<file path="src/sv/mf3_pkg.sv">
// -----------------------------------------------------------------------------
// mf3_pkg: shared types and constants of the 3x3 median filter
// Field widths, configuration register codes and the work item passed from
// the front end to the back end.
// -----------------------------------------------------------------------------
package mf3_pkg;

  localparam int unsigned PIX_W       = 8;
  localparam int unsigned CFG_W       = 11;
  localparam int unsigned CFG_IDX_W   = 2;
  localparam int unsigned COMP_W      = 3;
  localparam int unsigned COL_W       = 12;
  localparam int unsigned ROW_W       = 11;
  localparam int unsigned LEN_W       = 13;
  localparam int unsigned MAX_DIM     = 1024;
  localparam int unsigned MAX_COMP    = 4;
  localparam int unsigned MAX_LEN     = 4096;
  localparam int unsigned WIN_N       = 9;
  localparam int unsigned TAP_N       = 8;
  localparam int unsigned QUEUE_DEPTH = 4;

  typedef enum logic [CFG_IDX_W-1:0] {
    REG_WIDTH  = 2'd0,
    REG_HEIGHT = 2'd1,
    REG_COMPS  = 2'd2
  } cfg_reg_e;

  typedef enum logic {
    OP_SAMPLE = 1'b0,
    OP_FLUSH  = 1'b1
  } op_e;

  typedef logic [PIX_W-1:0] pix_t;
  typedef pix_t [WIN_N-1:0] win_t;

  typedef struct packed {
    logic top;
    logic bottom;
    logic left;
    logic right;
  } border_t;

  typedef struct packed {
    pix_t             value;
    logic [COL_W-1:0] col;
    logic [1:0]       comp;
    logic             emit;
    border_t          border;
    logic             last;
  } work_item_t;

endpackage

</file>
<file path="src/sv/mf3_queue.sv">
// -----------------------------------------------------------------------------
// mf3_queue: work item queue between front end and back end
// Small register FIFO; lets the input side run on while the back end stalls.
// -----------------------------------------------------------------------------
module mf3_queue (
  input  logic                clk_i,
  input  logic                rst_ni,
  input  logic                push_i,
  input  mf3_pkg::work_item_t item_i,
  input  logic                pop_i,
  output logic                full_o,
  output logic                valid_o,
  output mf3_pkg::work_item_t head_o
);
  import mf3_pkg::*;

  localparam int unsigned PtrW = $clog2(QUEUE_DEPTH);

  work_item_t        slot_q [QUEUE_DEPTH];
  logic [PtrW-1:0]   wr_ptr_q, wr_ptr_d, rd_ptr_q, rd_ptr_d;
  logic [PtrW:0]     count_q, count_d;

  always_comb begin
    wr_ptr_d = push_i ? wr_ptr_q + PtrW'(1) : wr_ptr_q;
    rd_ptr_d = pop_i ? rd_ptr_q + PtrW'(1) : rd_ptr_q;
    count_d  = count_q + (PtrW + 1)'(push_i) - (PtrW + 1)'(pop_i);
  end

  always_ff @(posedge clk_i or negedge rst_ni) begin
    if (!rst_ni) begin
      wr_ptr_q <= '0;
      rd_ptr_q <= '0;
      count_q  <= '0;
    end else begin
      wr_ptr_q <= wr_ptr_d;
      rd_ptr_q <= rd_ptr_d;
      count_q  <= count_d;
    end
  end

  always_ff @(posedge clk_i) begin
    if (push_i) begin
      slot_q[wr_ptr_q] <= item_i;
    end
  end

  assign full_o  = count_q == (PtrW + 1)'(QUEUE_DEPTH);
  assign valid_o = count_q != '0;
  assign head_o  = slot_q[rd_ptr_q];

endmodule

</file>
<file path="config.mk">
export PLATFORM = sky130hd
export DESIGN_NAME = mf3_queue
export DESIGN_NICKNAME = d
export VERILOG_FILES = /design/src/sv/mf3_pkg.sv /design/src/sv/mf3_queue.sv
export SDC_FILE = /design/constraint.sdc
export NUM_CORES = 1
export LEC_CHECK = 0
export ABC_CLOCK_PERIOD_IN_PS = 4800
export BUFFER_PORTS_ARGS = -buffer_cell sky130_fd_sc_hd__buf_2
export CORE_ASPECT_RATIO = 0.6
export CORE_UTILIZATION = 61
export CTS_CLUSTER_SIZE = 24
export DETAILED_ROUTE_END_ITERATION = 7
export GPL_TIMING_DRIVEN = 0
export MAX_ROUTING_LAYER = met4
export PLACE_DENSITY = 0.92
export SYNTH_ARGS = -nofsm -noshare
export SYNTH_HDL_FRONTEND = slang
export SYNTH_SLANG_ARGS = --single-unit
</file>
<file path="constraint.sdc">
create_clock -name clk_i -period 4.8 [get_ports clk_i]
set_clock_uncertainty 0.15 [all_clocks]
set_input_delay 0.48 -clock clk_i [delete_from_list [all_inputs] [get_ports clk_i]]
set_output_delay 0.48 -clock clk_i [all_outputs]
set_load 0.02 [all_outputs]
</file>
==> flow_metrics.env, run 1 <==
export IMPL_clk_latency_ps=400
export IMPL_path_clk_slew_ps=50
export IMPL_cts_root_buf="clkbuf_16"
export IMPL_synth_area_mm2=0.00443
export IMPL_grt_pass1_wl_um=11400
export IMPL_status="finished with violations"
export IMPL_reg2reg_setup_slack_ps=2960
export IMPL_ys_ff_latch=119
export IMPL_setup_tns_ps=0
export IMPL_fill_cells=324
export IMPL_cp_max_fo=10
export IMPL_gp_congestion=0.681
export IMPL_crit_arrival_ps=1790
export IMPL_peakVddDrop_mv=0.434
export IMPL_fin_crit_sh=0.503
export IMPL_drt_wirelength_per_cell_um=20.9
export IMPL_cts_sinks=119
export IMPL_slew_viol_final=0
export IMPL_wl_um=7540
export IMPL_syn_to_final_growth_pct=24.7
export IMPL_final_common_cell="edfxtp_1"
export IMPL_drtIter0Drc=184
export IMPL_maxCapViolations=0
export IMPL_r2r_end="slot_q[0][3]$_DFFE_PP_"
export IMPL_period_needed_ps=2420
export IMPL_hpwl_um=4360
export IMPL_port_buffers=61
export IMPL_violations="DRC"
export IMPL_drtPass1Iterations=6
export IMPL_antenna_found_initial=0
export IMPL_fin_ws_ps=2380
export IMPL_vias_per_cell=5.73
export IMPL_ant_nets=0
export IMPL_path_cells="buf_6 -> mux4_2 -> buf_2"
export IMPL_vias=2070
export IMPL_max_stage_delay_ps=550
export IMPL_p_leak_nw=2.02
export IMPL_yosysWarnings=0
export IMPL_seq_area_mm2=0.00354
export IMPL_grt_pass1_vias=2162
export IMPL_ys_types=16
export IMPL_nNetsFinal=300
export IMPL_layout_drive_gt1_share=0.471
export IMPL_endpoint_kind="output pin"
export IMPL_syn_inst=180
export IMPL_overflow=0
export IMPL_crit_path_start="rd_ptr_q[0]$_DFFE_PN0P_"
export IMPL_io_pins=62
export IMPL_die_h_um=68.0
export IMPL_synth_top_cell_by_area="edfxtp_1"
export IMPL_cp_endpoint="head_o[0]"
export IMPL_cts_tree="yes"
export IMPL_avgSynthCellArea_um2=24.6
export IMPL_synth_nets=219
export IMPL_min_path_type="in -> reg"
export IMPL_crit_type="reg -> out"
export IMPL_grt_max_degree=29
export IMPL_hold_viol=0
export IMPL_max_freq_mhz=414
export IMPL_power_density_mw_per_mm2=705
export IMPL_cts_buffer_depth=2
export IMPL_layout_common_cells="edfxtp_1 (112), buf_2 (63), mux4_2 (28)"
export IMPL_fp_dieArea_mm2=0.00762
export IMPL_cts_htree_levels=4
export IMPL_relSlewSlack=0.480
export IMPL_r2r_cells=3
export IMPL_critPathSlowestCell="mux4_2"
export IMPL_finalSetupViolations=0
export IMPL_antenna_cells=0
export IMPL_synth_area_leaders="edfxtp_1 (76%), mux4_2 (14%), dfrtp_1 (4.0%)"
export IMPL_grt_use_total=0.232
export IMPL_synth_top_area_share=0.759
export IMPL_postCtsSetupBuffers=0
export IMPL_cts_buffers=17
export IMPL_required_ps=4170
export IMPL_tightestPinTransition_ps=779
export IMPL_core_mm2=0.00685
export IMPL_row_count=23
export IMPL_drc=7
export IMPL_r2r_start="wr_ptr_q[0]$_DFFE_PN0P_"
export IMPL_post_place_ws_ps=2400
export IMPL_post_cts_resized=0
export IMPL_die_w_um=112
export IMPL_multiInputGateArea_um2=825
export IMPL_cp_start_kind="register"
export IMPL_rsz0062_at_grt="false"
export IMPL_start_util=0.647
export IMPL_ys_seq_area_frac=0.798
## stage by stage
stage	power, mW	cells	hold WS [ps]	area, um2	util
floorplan	2.20	180	34.4	4430	-
CTS	3.93	361	123	5520	0.806
detailed placement	2.52	328	174	4850	0.708
global placement	2.48	328	171	4850	0.708
finish	3.90	361	140	5530	0.807
global route	4.05	361	128	5530	0.807
## metal layers
metal	wire length [um]	global-route usage	vias up
met5	0	-	-
met4	81	0.0983	0
met3	437	0.0912	10
met2	3700	0.361	76
met1	3320	0.279	1075
li1	-	-	909
## area by class of cell
class | instances | share of cell area
Clock buffer | 24 | 0.0908
Buffer | 6 | 0.00928
Clock inverter | 8 | 0.0299
Tap cell | 87 | 0.0197
Timing Repair Buffer | 62 | 0.0570
Inverter | 6 | 0.00407
Sequential cell | 119 | 0.640
Multi-Input combinational cell | 49 | 0.149
## what timing repair did
| item | CTS | global route |
|---|---|---|
| hold endpoints to repair | 7 | 0 |
| hold buffers | 1 | 0 |
| endpoints found under the setup margin | 0 | 0 |
## flip-flops by register name (all words and copies together) (netlist names)
register	cells
slot_q	112
wr_ptr_q	2
rd_ptr_q	2
count_q	3
## cell families after synthesis
group / after synthesis / share of synthesized area
adders and majority gates: 7 / 0.0215
buffers and inverters: 12 / 0.0167
DFF: 119 / 0.798
AOI/OAI and AO/OA: 1 / 0.00113
muxes: 28 / 0.142
xor gates and xnor gates: 5 / 0.00988
and+or+nand+nor: 8 / 0.0102
## synthesized netlist by cell type, drive strengths merged
cell      n
edfxtp  112
mux4     28
dfrtp     7
buf       6
ha        6
inv       6
and2      4
xor2      3
nand2     2
xnor2     2
and3      1
fa        1
o21ai     1
or3       1
## where the power goes
part / switching [mW] / leakage, nW / internal, mW
registers: 0.0636 / 1.11 / 1.37
logic: 0.617 / 0.580 / 0.444
clock network: 0.413 / 0.330 / 0.987
## worst min path at each step
stage / startpoint / endpoint / slack, ps / cells past startpoint
4_1_cts: item_i[9] / slot_q[2][9]$_DFFE_PP_ / 120 / 1
3_3_place_gp: rst_ni / count_q[2]$_DFF_PN0_ / 170 / 1
3_5_place_dp: rst_ni / count_q[0]$_DFF_PN0_ / 170 / 1
2_1_floorplan: rst_ni / count_q[0]$_DFF_PN0_ / 30 / 0
5_1_grt: item_i[21] / slot_q[0][21]$_DFFE_PP_ / 130 / 1
6_report: item_i[9] / slot_q[3][9]$_DFFE_PP_ / 140 / 1
## critical path, delay by kind of cell, from the launching register on
kind	cells	cell delay, ps
flip-flops	1	420
buffers and inverters	2	390
multiplexers	1	550
(Power assumes the default switching activity.)
==> inputs of run 2 (changes only) <==
==> config.mk (replaced) <==
export PLATFORM = sky130hd
export DESIGN_NAME = mf3_queue
export DESIGN_NICKNAME = d
export VERILOG_FILES = /design/src/sv/mf3_pkg.sv /design/src/sv/mf3_queue.sv
export SDC_FILE = /design/constraint.sdc
export NUM_CORES = 1
export LEC_CHECK = 0
export ABC_CLOCK_PERIOD_IN_PS = 1900
export BUFFER_PORTS_ARGS = -buffer_cell sky130_fd_sc_hd__buf_2
export CORE_ASPECT_RATIO = 0.6
export CORE_UTILIZATION = 51
export CTS_CLUSTER_SIZE = 24
export DETAILED_ROUTE_END_ITERATION = 7
export GPL_TIMING_DRIVEN = 0
export MAX_ROUTING_LAYER = met4
export PLACE_DENSITY = 0.83
export SYNTH_ARGS = -nofsm -noshare
export SYNTH_HDL_FRONTEND = slang
export SYNTH_SLANG_ARGS = --single-unit
==> constraint.sdc (replaced) <==
create_clock -name clk_i -period 1.9 [get_ports clk_i]
set_clock_uncertainty 0.15 [all_clocks]
set_input_delay 0.19 -clock clk_i [delete_from_list [all_inputs] [get_ports clk_i]]
set_output_delay 0.19 -clock clk_i [all_outputs]
set_load 0.02 [all_outputs]
==> run 2 against run 1 <==
The run ends with setup timing left. Highest routed layer unchanged. Die area up 19%. Largest cell class unchanged. Setup slack worse by 2600 ps. Critical path depth unchanged.
==> flow_metrics.env, run 2 (synthesis gave the netlist of run 1 again) <==
export IMPL_grt_pass1_vias=2300
export IMPL_wl_um=7780
export IMPL_placed_area_mm2=0.00487
export IMPL_drt_wirelength_per_cell_um=18.8
export IMPL_die_h_um=74.2
export IMPL_vias_per_cell=5.23
export IMPL_top_register="slot_q"
export IMPL_cts_sinks=119
export IMPL_hpwl_um=4410
export IMPL_row_count=25
export IMPL_grt_pass1_wl_um=11800
export IMPL_cts_buffer_depth=2
export IMPL_drtPass1Iterations=5
export IMPL_tightestPinTransition_ps=775
export IMPL_ant_nets=0
export IMPL_nNetsFinal=331
export IMPL_finalSetupViolations=28
export IMPL_cp_start_kind="register"
export IMPL_start_util=0.545
export IMPL_fp_dieArea_mm2=0.00908
export IMPL_reg_top3="slot_q (112), count_q (3)"
export IMPL_min_to="slot_q[1][8]$_DFFE_PP_"
export IMPL_slew_viol_final=0
export IMPL_grt_max_degree=29
export IMPL_period_needed_ps=2090
export IMPL_r2r_cells=3
export IMPL_peakVddDrop_mv=0.921
export IMPL_hold_viol=0
export IMPL_syn_to_final_growth_pct=32.3
export IMPL_largest_reg_flops=112
export IMPL_crit_type="reg -> out"
export IMPL_cts_htree_levels=4
export IMPL_violations="setup timing"
export IMPL_endpoint_kind="output pin"
export IMPL_relSlewSlack=0.483
export IMPL_post_place_ws_ps=-529
export IMPL_fin_crit_sh=1.10
export IMPL_r2r_end="slot_q[1][16]$_DFFE_PP_"
export IMPL_fin_ws_ps=-187
export IMPL_path_clk_slew_ps=50
export IMPL_hp_start="item_i[8]"
export IMPL_layout_common_cells="edfxtp_1 (112), buf_2 (61), dlygate4sd3_1 (32)"
export IMPL_layout_drive_gt1_share=0.423
export IMPL_clk_latency_ps=410
export IMPL_p_total_mw=9.85
export IMPL_rsz0062_at_grt="true"
export IMPL_p_leak_nw=2.13
export IMPL_crit_arrival_ps=1750
export IMPL_io_pins=62
export IMPL_port_buffers=61
export IMPL_cts_root_buf="clkbuf_16"
export IMPL_antenna_cells=0
export IMPL_cts_tree="yes"
export IMPL_cts_buffers=17
export IMPL_setup_tns_ps=-4350
export IMPL_min_path_type="in -> reg"
export IMPL_max_freq_mhz=479
export IMPL_drc=0
export IMPL_drtIter0Drc=117
export IMPL_cp_max_fo=10
export IMPL_hold_path_depth=2
export IMPL_maxCapViolations=0
export IMPL_required_ps=1560
export IMPL_gp_congestion=0.674
export IMPL_holdWs_ps=384
export IMPL_core_mm2=0.00813
export IMPL_overflow=0
export IMPL_reg2reg_setup_slack_ps=90
export IMPL_grt_use_total=0.200
export IMPL_vias=2160
export IMPL_antenna_found_initial=0
export IMPL_status="finished with violations"
export IMPL_die_w_um=122
export IMPL_final_common_cell="edfxtp_1"
export IMPL_power_density_mw_per_mm2=1680
export IMPL_design_area_mm2=0.00586
export IMPL_r2r_start="wr_ptr_q[1]$_DFFE_PN0P_"
-- run 2: worst max-delay path, cell delays in order, from the launching register on --
cell     delay (ps)
dfrtp_2         440
buf_8           190
mux4_2          530
buf_2           180
-- run 2: power breakdown --
part	internal, mW	switching [mW]	total, mW
Sequential	3.46	0.169	3.63
Clock	2.31	1.10	3.41
Combinational	1.23	1.58	2.81
-- run 2: metrics by stage --
step / cells / utilization
after floorplan: 180 / -
final: 413 / 0.721
after CTS: 413 / 0.719
after global routing: 413 / 0.721
after global placement: 349 / 0.599
after detailed placement: 349 / 0.599
-- run 2: cell type report --
type | count | area [um2]
Buffer | 6 | 70.1
Clock buffer | 18 | 429
Clock inverter | 14 | 206
Fill cell | 498 | 2270
Inverter | 6 | 22.5
Multi-Input combinational cell | 49 | 827
Sequential cell | 119 | 3540
Tap cell | 108 | 135
Timing Repair Buffer | 93 | 632
-- run 2: worst max path at each step --
stage                                   end                     from  slack, ps
floorplan            slot_q[0][0]$_DFFE_PP_  wr_ptr_q[0]$_DFFE_PN0P_         40
finish                           head_o[24]  rd_ptr_q[0]$_DFFE_PN0P_       -190
detailed placement  slot_q[2][19]$_DFFE_PP_  wr_ptr_q[0]$_DFFE_PN0P_       -530
CTS                              head_o[18]  rd_ptr_q[0]$_DFFE_PN0P_       -200
global route                     head_o[24]  rd_ptr_q[0]$_DFFE_PN0P_       -240
global placement     slot_q[0][0]$_DFFE_PP_  wr_ptr_q[0]$_DFFE_PN0P_       -400
-- run 2: timing repair --
item	in CTS	in global routing
buffers inserted	0	0
endpoints found under the setup margin	140	84
gates resized for setup	8	6
hold buffers	32	0
hold endpoints to repair	124	0
cloned	0	0
-- run 2: metal layers --
| layer | GRT usage | routed length (um) | up-vias | share of wire |
|---|---|---|---|---|
| met3 | 0.0560 | 560 | 16 | 0.072 |
| met4 | 0.118 | 142 | 0 | 0.018 |
| li1 | - | - | 975 | - |
| met5 | - | 0 | - | 0 |
| met1 | 0.248 | 3380 | 1090 | 0.43 |
| met2 | 0.300 | 3700 | 79 | 0.48 |
