--- config.mk ---
export PLATFORM = sky130hd
export DESIGN_NAME = mf3_front
export DESIGN_NICKNAME = d
export VERILOG_FILES = /design/src/sv/mf3_pkg.sv /design/src/sv/mf3_front.sv
export SDC_FILE = /design/constraint.sdc
export NUM_CORES = 1
export LEC_CHECK = 0
export BUFFER_PORTS_ARGS = -buffer_cell sky130_fd_sc_hd__buf_2
export CORE_AREA = 2 2 158 83
export DETAILED_ROUTE_END_ITERATION = 12
export DIE_AREA = 0 0 160 85
export PLACE_DENSITY = 0.75
export SLEW_MARGIN = 15
export SYNTH_ARGS = -nofsm -noshare
export SYNTH_HDL_FRONTEND = slang
export SYNTH_SLANG_ARGS = --single-unit
--- constraint.sdc ---
create_clock -name clk_i -period 15.69 [get_ports clk_i]
set_input_delay 2.3535 -clock clk_i [delete_from_list [all_inputs] [get_ports clk_i]]
set_output_delay 2.3535 -clock clk_i [all_outputs]
set_load 0.05 [all_outputs]
--- src/sv/mf3_pkg.sv ---
// -----------------------------------------------------------------------------
// mf3_pkg: shared types and constants of the 3x3 median filter
// Field widths, configuration register codes and the work item passed from
// the front end to the back end.
// -----------------------------------------------------------------------------
package mf3_pkg;

  localparam int unsigned PIX_W       = 8;
  localparam int unsigned CFG_W       = 11;
  localparam int unsigned CFG_IDX_W   = 2;
  localparam int unsigned COMP_W      = 3;
  localparam int unsigned COL_W       = 12;
  localparam int unsigned ROW_W       = 11;
  localparam int unsigned LEN_W       = 13;
  localparam int unsigned MAX_DIM     = 1024;
  localparam int unsigned MAX_COMP    = 4;
  localparam int unsigned MAX_LEN     = 4096;
  localparam int unsigned WIN_N       = 9;
  localparam int unsigned TAP_N       = 8;
  localparam int unsigned QUEUE_DEPTH = 4;

  typedef enum logic [CFG_IDX_W-1:0] {
    REG_WIDTH  = 2'd0,
    REG_HEIGHT = 2'd1,
    REG_COMPS  = 2'd2
  } cfg_reg_e;

  typedef enum logic {
    OP_SAMPLE = 1'b0,
    OP_FLUSH  = 1'b1
  } op_e;

  typedef logic [PIX_W-1:0] pix_t;
  typedef pix_t [WIN_N-1:0] win_t;

  typedef struct packed {
    logic top;
    logic bottom;
    logic left;
    logic right;
  } border_t;

  typedef struct packed {
    pix_t             value;
    logic [COL_W-1:0] col;
    logic [1:0]       comp;
    logic             emit;
    border_t          border;
    logic             last;
  } work_item_t;

endpackage

--- src/sv/mf3_front.sv ---
// -----------------------------------------------------------------------------
// mf3_front: configuration registers and stream position tracking
// Accepts samples, works out the padding value, line address, border flags
// and frame end for each one, and hands a work item to the queue.
// -----------------------------------------------------------------------------
module mf3_front #(
  parameter int unsigned MAX_LINE = 4096
) (
  input  logic                          clk_i,
  input  logic                          rst_ni,
  input  logic                          cfg_we_i,
  input  logic [mf3_pkg::CFG_IDX_W-1:0] cfg_idx_i,
  input  logic [mf3_pkg::CFG_W-1:0]     cfg_wdata_i,
  input  logic                          in_valid_i,
  input  logic                          in_op_i,
  input  mf3_pkg::pix_t                 in_sample_i,
  output logic                          in_ready_o,
  input  logic                          q_full_i,
  output logic                          push_o,
  output mf3_pkg::work_item_t           item_o
);
  import mf3_pkg::*;

  localparam int unsigned CapW1 = (MAX_LINE / 1 < 1) ? 1 : MAX_LINE / 1;
  localparam int unsigned CapW2 = (MAX_LINE / 2 < 1) ? 1 : MAX_LINE / 2;
  localparam int unsigned CapW3 = (MAX_LINE / 3 < 1) ? 1 : MAX_LINE / 3;
  localparam int unsigned CapW4 = (MAX_LINE / 4 < 1) ? 1 : MAX_LINE / 4;
  localparam logic [LEN_W-1:0] CapLen1 = LEN_W'(CapW1 * 1);
  localparam logic [LEN_W-1:0] CapLen2 = LEN_W'(CapW2 * 2);
  localparam logic [LEN_W-1:0] CapLen3 = LEN_W'(CapW3 * 3);
  localparam logic [LEN_W-1:0] CapLen4 = LEN_W'(CapW4 * 4);
  localparam logic [LEN_W+1:0] MaxLineV = (LEN_W + 2)'(MAX_LINE);

  logic [CFG_W-1:0]  width_q, height_q;
  logic [COMP_W-1:0] comps_q;

  logic [COL_W-1:0] in_col_q, in_col_d, out_col_q, out_col_d;
  logic [ROW_W-1:0] in_row_q, in_row_d, out_row_q, out_row_d;

  logic [COMP_W-1:0] comp_c;
  logic [CFG_W-1:0]  width_c, height_c;
  logic [LEN_W:0]    line_prod;
  logic [LEN_W-1:0]  cap_len, len_c;
  logic              accept, emit, col_wrap, out_col_last, out_row_last, last;
  border_t           border;

  always_ff @(posedge clk_i or negedge rst_ni) begin
    if (!rst_ni) begin
      width_q  <= CFG_W'(64);
      height_q <= CFG_W'(64);
      comps_q  <= COMP_W'(1);
    end else if (cfg_we_i) begin
      unique case (cfg_reg_e'(cfg_idx_i))
        REG_WIDTH:  width_q  <= cfg_wdata_i;
        REG_HEIGHT: height_q <= cfg_wdata_i;
        REG_COMPS:  comps_q  <= cfg_wdata_i[COMP_W-1:0];
        default: ;
      endcase
    end
  end

  // clamp the registers to their working ranges
  always_comb begin
    priority if (comps_q == '0) begin
      comp_c = COMP_W'(1);
    end else if (comps_q > COMP_W'(MAX_COMP)) begin
      comp_c = COMP_W'(MAX_COMP);
    end else begin
      comp_c = comps_q;
    end
    priority if (width_q == '0) begin
      width_c = CFG_W'(1);
    end else if (width_q > CFG_W'(MAX_DIM)) begin
      width_c = CFG_W'(MAX_DIM);
    end else begin
      width_c = width_q;
    end
    priority if (height_q == '0) begin
      height_c = CFG_W'(1);
    end else if (height_q > CFG_W'(MAX_DIM)) begin
      height_c = CFG_W'(MAX_DIM);
    end else begin
      height_c = height_q;
    end
    unique case (comp_c)
      3'd2:    cap_len = CapLen2;
      3'd3:    cap_len = CapLen3;
      3'd4:    cap_len = CapLen4;
      default: cap_len = CapLen1;
    endcase
    line_prod = (LEN_W + 1)'(width_c) * (LEN_W + 1)'(comp_c);
    len_c     = ({1'b0, line_prod} > MaxLineV) ? cap_len : line_prod[LEN_W-1:0];
  end

  assign accept     = in_valid_i & ~q_full_i;
  assign in_ready_o = ~q_full_i;
  assign push_o     = accept;

  always_comb begin
    emit = (in_row_q >= ROW_W'(2)) ||
           ((in_row_q == ROW_W'(1)) && (in_col_q >= COL_W'(comp_c)));
    col_wrap     = (LEN_W'(in_col_q) + LEN_W'(1)) >= len_c;
    out_col_last = (LEN_W'(out_col_q) + LEN_W'(1)) >= len_c;
    out_row_last = ((ROW_W + 1)'(out_row_q) + (ROW_W + 1)'(1)) >= (ROW_W + 1)'(height_c);
    last         = out_col_last & out_row_last;

    border.top    = out_row_q != '0;
    border.bottom = ~out_row_last;
    border.left   = out_col_q >= COL_W'(comp_c);
    border.right  = (LEN_W'(out_col_q) + LEN_W'(comp_c)) < len_c;

    item_o.value  = ((op_e'(in_op_i) == OP_SAMPLE) && (in_row_q < height_c)) ?
                    in_sample_i : '0;
    item_o.col    = in_col_q;
    item_o.comp   = 2'(comp_c - COMP_W'(1));
    item_o.emit   = emit;
    item_o.border = border;
    item_o.last   = last;
  end

  always_comb begin
    in_col_d  = in_col_q;
    in_row_d  = in_row_q;
    out_col_d = out_col_q;
    out_row_d = out_row_q;
    if (accept) begin
      if (col_wrap) begin
        in_col_d = '0;
        if (in_row_q != '1) begin
          in_row_d = in_row_q + ROW_W'(1);
        end
      end else begin
        in_col_d = in_col_q + COL_W'(1);
      end
      if (emit) begin
        priority if (last) begin
          in_col_d  = '0;
          in_row_d  = '0;
          out_col_d = '0;
          out_row_d = '0;
        end else if (out_col_last) begin
          out_col_d = '0;
          if (out_row_q != '1) begin
            out_row_d = out_row_q + ROW_W'(1);
          end
        end else begin
          out_col_d = out_col_q + COL_W'(1);
        end
      end
    end
  end

  always_ff @(posedge clk_i or negedge rst_ni) begin
    if (!rst_ni) begin
      in_col_q  <= '0;
      in_row_q  <= '0;
      out_col_q <= '0;
      out_row_q <= '0;
    end else begin
      in_col_q  <= in_col_d;
      in_row_q  <= in_row_d;
      out_col_q <= out_col_d;
      out_row_q <= out_row_d;
    end
  end

endmodule

==> results.toml, run 1 <==
[drt]
routed_via_density = 6.24
drt-total-wl_mm = 18.7
firstDrtPassIters = 5
drt_iter0_drc = 676
ant_nets = 0
wl_per_cell_um = 18.8
route.vias.total = 6190
drc = 0

[sta]
hold_viol = 0
tns_ps = 0
fin_ws_ps = 5710
period_share = 0.636
rsz0062_at_grt = "false"
setup_viol = 0
worstMarginPinSlew_ps = 1260
max-slew-margin-rel = 0.156
drv_slew = 0
clock.fmax_mhz = 100
period_minus_slack_ps = 9980
final.setup_skew_ps = 11.5

[synth]
ys_warn_count = 0
syn_avg_cell_area_um2 = 8.74
synth_cell_types = 74
synthFlopType = "dfrtp_1"
syn_inst = 775
ys_seq_elements = 71
synth_nets = 901
synth_edf_count = 0
synth_area_mm2 = 0.00677
seq_area_frac_synth = 0.263
async_reset_ff_frac = 1.00

[clock_network]
numCtsBuffers = 9
cts_root_buffer = "clkbuf_16"
cts_resized = 0
hold_buffers = 0
clk_pin_slew_worst_paths_ps = 60
htreeDepth = 3
cts_tree = "done"
clkSinkCount = 71
post-cts-setup-buffers = 0
clock_latency_ps = 340
clock_path_buffers = 2

[critical_path]
start_kind = "flop"
crit_required_ps = 13340
cp-end-kind = "primary output"
cp_slowest_cell = "a221oi_1"
critPathKind = "reg -> out"
worstPathArrival_ps = 7630
path_max_fanout = 11
crit_chain = "inv_1 -> a21oi_1 -> inv_1 -> nor2_1 -> nand2_1 -> fa_1 -> inv_1 -> ha_1 -> or2_2 -> a31oi_1 -> a311oi_1 -> a221oi_1 -> a41oi_2 -> and2_2 -> nor2_1 -> ha_1 -> and2_2 -> and4_2 -> a221oi_1 -> nand2_1 -> a221o_2 -> a31oi_4 -> nor2_1 -> buf_2"
critPathMaxStageDelay_ps = 650

[die]
fp.dieArea_mm2 = 0.0136
core-area_mm2 = 0.0123
start_util = 0.552
die_h_um = 85
rows = 29
die_x_um = 160
io_pins = 57

[placed_design]
io_buffer_count = 56
dp_slack_ps = 6280
placed_cells = 976
gp_congestion = 0.980
dp_hpwl_mm = 14.8

[grt]
grt_pass1_wl_mm = 30.7
grt.total_usage = 0.285
grt_overflow = 0
first_global_vias = 5755
antenna_found_initial = 0
grt_start_max_net_pins = 72

[finish]
num-fill-cells = 1073
fin_cells = 992
synthToLayoutAreaGrowth_pct = 9.83
diodes = 0
layout_commonest_cell = "nand2_1"
drive_gt1_frac = 0.158
nets = 943
final_cell_mix = "nand2_1 (97), ha_1 (88), dfrtp_1 (68)"

[run]
drv_cap = 0

[pwr]
total_power_w = 0.00107
power_density_mw_per_mm2 = 144
ir_drop_mv = 0.0679
p_leak_nw = 3.62

[run_status]
status = "finished, final reports clean"

[min_path]
hold_class = "reg -> reg"
per-layer routing:
layer,routed length (µm),track usage,vias to the layer above
met5,0,0,-
met4,161,0.0500,0
met3,1650,0.0587,19
met2,7650,0.408,296
met1,9200,0.446,2998
li1,-,-,2877
power breakdown:
group,leakage (nW),switching [W],internal (W)
Combinational,2.57,0.000375,0.000223
Sequential,0.911,0.0000498,0.000212
Clock,0.139,0.0000850,0.000124
Total,3.62,0.000510,0.000560
worst paths after layout:
check                                       start                   endpoint  slack [ps]  cells past startpoint
max                        comps_q[0]$_DFFE_PN1P_                  item_o[0]        5710                     24
max reg2reg                comps_q[0]$_DFFE_PN1P_    in_col_q[0]$_DFFE_PN0P_        7780                     25
min reg2reg                comps_q[1]$_DFFE_PN0P_     comps_q[1]$_DFFE_PN0P_         550                      1
min                        comps_q[1]$_DFFE_PN0P_     comps_q[1]$_DFFE_PN0P_         550                      1
max in group asynchronous                  rst_ni  out_col_q[10]$_DFFE_PN0P_       12840                      2
min in group asynchronous                  rst_ni   out_row_q[4]$_DFFE_PN0P_        2190                      2
final cells by class:
class                   instances  area, µm²  share of cell area
multi-input cells             633       4680               0.630
clock buffers                  10        229              0.0308
flip-flops and latches         71       1780               0.239
inverters                      43        161              0.0217
repair buffers                 59        303              0.0407
clock inverters                 6       67.6             0.00908
well taps                     170        213              0.0286
critical path, delay by kind of cell, from the launching register on:
kind	cells	cell delay (ps)
compound gates	8	2960
simple gates	9	2010
fa+ha+maj	3	1190
flops	1	530
buf+inv	4	590
cells by family (layout without fill, tap and decap cells):
| family | count (synthesis) | after routing | synth area share |
|---|---|---|---|
| compound gates | 160 | 160 | 0.166 |
| xor+xnor | 48 | 48 | 0.0621 |
| fa+ha+maj | 100 | 100 | 0.197 |
| buf+inv | 71 | 118 | 0.0455 |
| flops | 71 | 71 | 0.263 |
| mux | 28 | 28 | 0.0480 |
| simple gates | 297 | 297 | 0.219 |
flip-flops by register name, summed over array words and instances, names as in the netlist:
signal / cells
out_row_q: 11
in_col_q: 12
comps_q: 3
out_col_q: 12
width_q: 11
height_q: 11
in_row_q: 11
per-stage QoR:
step           cell area (µm²)   util  hold slack [ps]
2_1_floorplan             6770      -              496
4_1_cts                   7440  0.606              549
3_3_place_gp              7140  0.582              524
5_1_grt                   7440  0.606              561
6_report                  7440  0.606              550
3_5_place_dp              7140  0.582              529
Yosys cell counts, types with 9 or more instances:
cell type / instances / area (µm²)
nand2_1: 97 / 364
ha_1: 88 / 1100
dfrtp_1: 68 / 1700
nor2_1: 53 / 199
inv_1: 42 / 158
nand3_1: 38 / 190
o21ai_0: 37 / 185
a21oi_1: 36 / 180
xnor2_1: 30 / 263
mux2_2: 26 / 293
clkbuf_1: 20 / 75.1
and3_1: 18 / 113
xor2_1: 18 / 158
a21o_1: 14 / 105
a22o_1: 12 / 105
nand4_1: 12 / 75.1
nor4_1: 12 / 75.1
fa_1: 11 / 220
nor2b_1: 10 / 62.6
and2_1: 9 / 56.3
No activity file was read; power rests on OpenSTA's default activity.
==> run 2: changes to the inputs <==
CORE_AREA = 2 2 159 83   (was 2 2 158 83)
DIE_AREA = 0 0 161 85   (was 0 0 160 85)
PLACE_DENSITY = 0.78   (was 0.75)
clock period = 8.75 ns   (was 15.69 ns; I/O delays follow)
==> run 2 against run 1 <==
Net effect: design area increased by 0.72%; via count shrank 1.1%; flip-flop and latch count unchanged; global-route usage shrank 1.0 points; clock skew is 5.2 ps lower; non-clock buffer count up 4; worst setup slack got worse by 5300 ps; first-iteration DRC count rose by 18%; sequential power grew 78%; sequential share of layout area shrank 0.17 points; wire length decreased by 2.8%; register-to-register slack worse by 6300 ps.
==> results.toml, run 2 (same netlist as run 1, synthesis figures left out) <==
[sta]
max-slew-margin-rel = 0.320
setup_viol = 0
final.setup_skew_ps = 6.23
worstMarginPinSlew_ps = 1010
tns_ps = 0
period_share = 0.957
period_minus_slack_ps = 8380
whs_ps = 540
hold_viol = 0
clock.fmax_mhz = 119
rsz0062_at_grt = "false"
drv_slew = 0

[grt]
grt_busiest_layer = "met1"
grt_start_max_net_pins = 72
grt_util_met3 = 0.0811
grtUsageMet2 = 0.339
use_met1 = 0.456
antenna_found_initial = 0
grt_overflow = 0
grt_pass1_wl_mm = 29.7
first_global_vias = 5492
grt.total_usage = 0.275

[drt]
ant_nets = 0
route.vias.total = 6122
wl_per_cell_um = 18.2
routed_via_density = 6.15
drt_iter0_drc = 797
drc = 0
drt-total-wl_mm = 18.1
firstDrtPassIters = 5

[run]
drv_cap = 0

[pwr]
power_density_mw_per_mm2 = 254
pwr-share-clk = 0.196
p_int_w = 0.000986
ir_drop_mv = 0.121
p_sw_w = 0.000920
p_leak_nw = 3.65
pwr-share-comb = 0.559
swShare = 0.483
seqPwrFrac = 0.245

[finish]
reg_top3 = "in_col_q (12), out_col_q (12)"
num-fill-cells = 1076
synthToLayoutAreaGrowth_pct = 10.6
layout_commonest_cell = "nand2_1"
drive_gt1_frac = 0.169
fin_cells = 996
nets = 947
diodes = 0
final_area_mm2 = 0.00749
final_cell_mix = "nand2_1 (96), ha_1 (88), dfrtp_1 (68)"

[die]
rows = 29
die_x_um = 161
core-area_mm2 = 0.0123
io_pins = 57
start_util = 0.549
die_h_um = 85
fp.dieArea_mm2 = 0.0137

[placed_design]
dpl_cell_area_mm2 = 0.00717
placed_cells = 980
io_buffer_count = 56
dp_hpwl_mm = 14.1
gp_congestion = 0.924

[critical_path]
worstPathArrival_ps = 7060
cp-end-kind = "primary output"
crit_required_ps = 7440
start_kind = "flop"
path_max_fanout = 12
ff2ff_setup_slack_ps = 1440
critPathKind = "reg -> out"

[clock_network]
clock_latency_ps = 350
clock_path_buffers = 2
clkSinkCount = 71
clk_pin_slew_worst_paths_ps = 70
htreeDepth = 3
post-cts-setup-buffers = 0
cts_root_buffer = "clkbuf_16"
cts_tree = "done"
numCtsBuffers = 9

[min_path]
hold_class = "reg -> reg"

[run_status]
status = "finished, final reports clean"
==> run 2: cell count changes in the layout (fill, tap and decap cells not counted), sizes merged <==
cell	delta
bufinv	-1
clkinvlp	-1
clkinv	+1
clkbuf	-1
buf	+4
inv	+2
==> run 2: stage by stage <==
stage,util,total power (W),setup slack (ps)
2_1_floorplan,-,0.00125,940
3_3_place_gp,0.581,0.00148,858
3_5_place_dp,0.581,0.00150,677
4_1_cts,0.605,0.00188,254
5_1_grt,0.607,0.00205,11.0
6_report,0.607,0.00191,373
==> run 2: power by group through the flow <==
stage | logic, W | registers (W) | clock network [W]
finish | 0.00107 | 0.000466 | 0.000374
global route | 0.00118 | 0.000474 | 0.000393
CTS | 0.00104 | 0.000462 | 0.000376
detailed placement | 0.00103 | 0.000468 | 0
global placement | 0.00102 | 0.000465 | 0
floorplan | 0.000776 | 0.000471 | 0
==> run 2: layer usage <==
layer	share of wire	vias up
li1	-	2892
met1	0.51	2896
met2	0.37	319
met3	0.11	15
met4	0.0068	0
met5	0	-
==> run 2: worst paths after layout <==
check,startpoint,to,cells after the start
setup / recovery,width_q[4]$_DFFE_PN0P_,item_o[0],23
hold / removal,height_q[3]$_DFFE_PN0P_,height_q[3]$_DFFE_PN0P_,1
setup reg to reg,width_q[4]$_DFFE_PN0P_,out_row_q[0]$_DFFE_PN0P_,24
hold reg to reg,height_q[3]$_DFFE_PN0P_,height_q[3]$_DFFE_PN0P_,1
max in group asynchronous,rst_ni,out_col_q[7]$_DFFE_PN0P_,2
min in group asynchronous,rst_ni,out_row_q[1]$_DFFE_PN0P_,2
==> run 2: repair_timing <==
action | in CTS | in global routing
hold buffers | 0 | 0
gates resized for setup | 0 | 6
endpoints found under the setup margin | 0 | 1
==> run 2: area by class of cell <==
cell class,count,area (µm²),area share
timing repair buffer,63,333,0.0444
tap,170,213,0.0284
multi-input combinational,633,4710,0.628
clock buffer,9,225,0.0301
inverter,43,161,0.0215
clock inverter,7,72.6,0.00969
sequential,71,1780,0.238
==> run 2: critical path: stages (launching register included) <==
cell       delay (ps)
dfrtp_1           430
nor4_2            440
a31oi_1           240
nor2_2            280
nand2_1           150
fa_1              550
inv_1              40
ha_1              440
a21o_1            220
a211oi_1          270
nand3_1           160
a2111oi_1         490
a31oi_2           210
and2_2            340
nor2_1            310
ha_1              310
and2_2            210
and4_2            280
a221oi_1          320
nand2_1            90
a221o_2           390
a31oi_4           180
nor2_1             60
buf_2             260
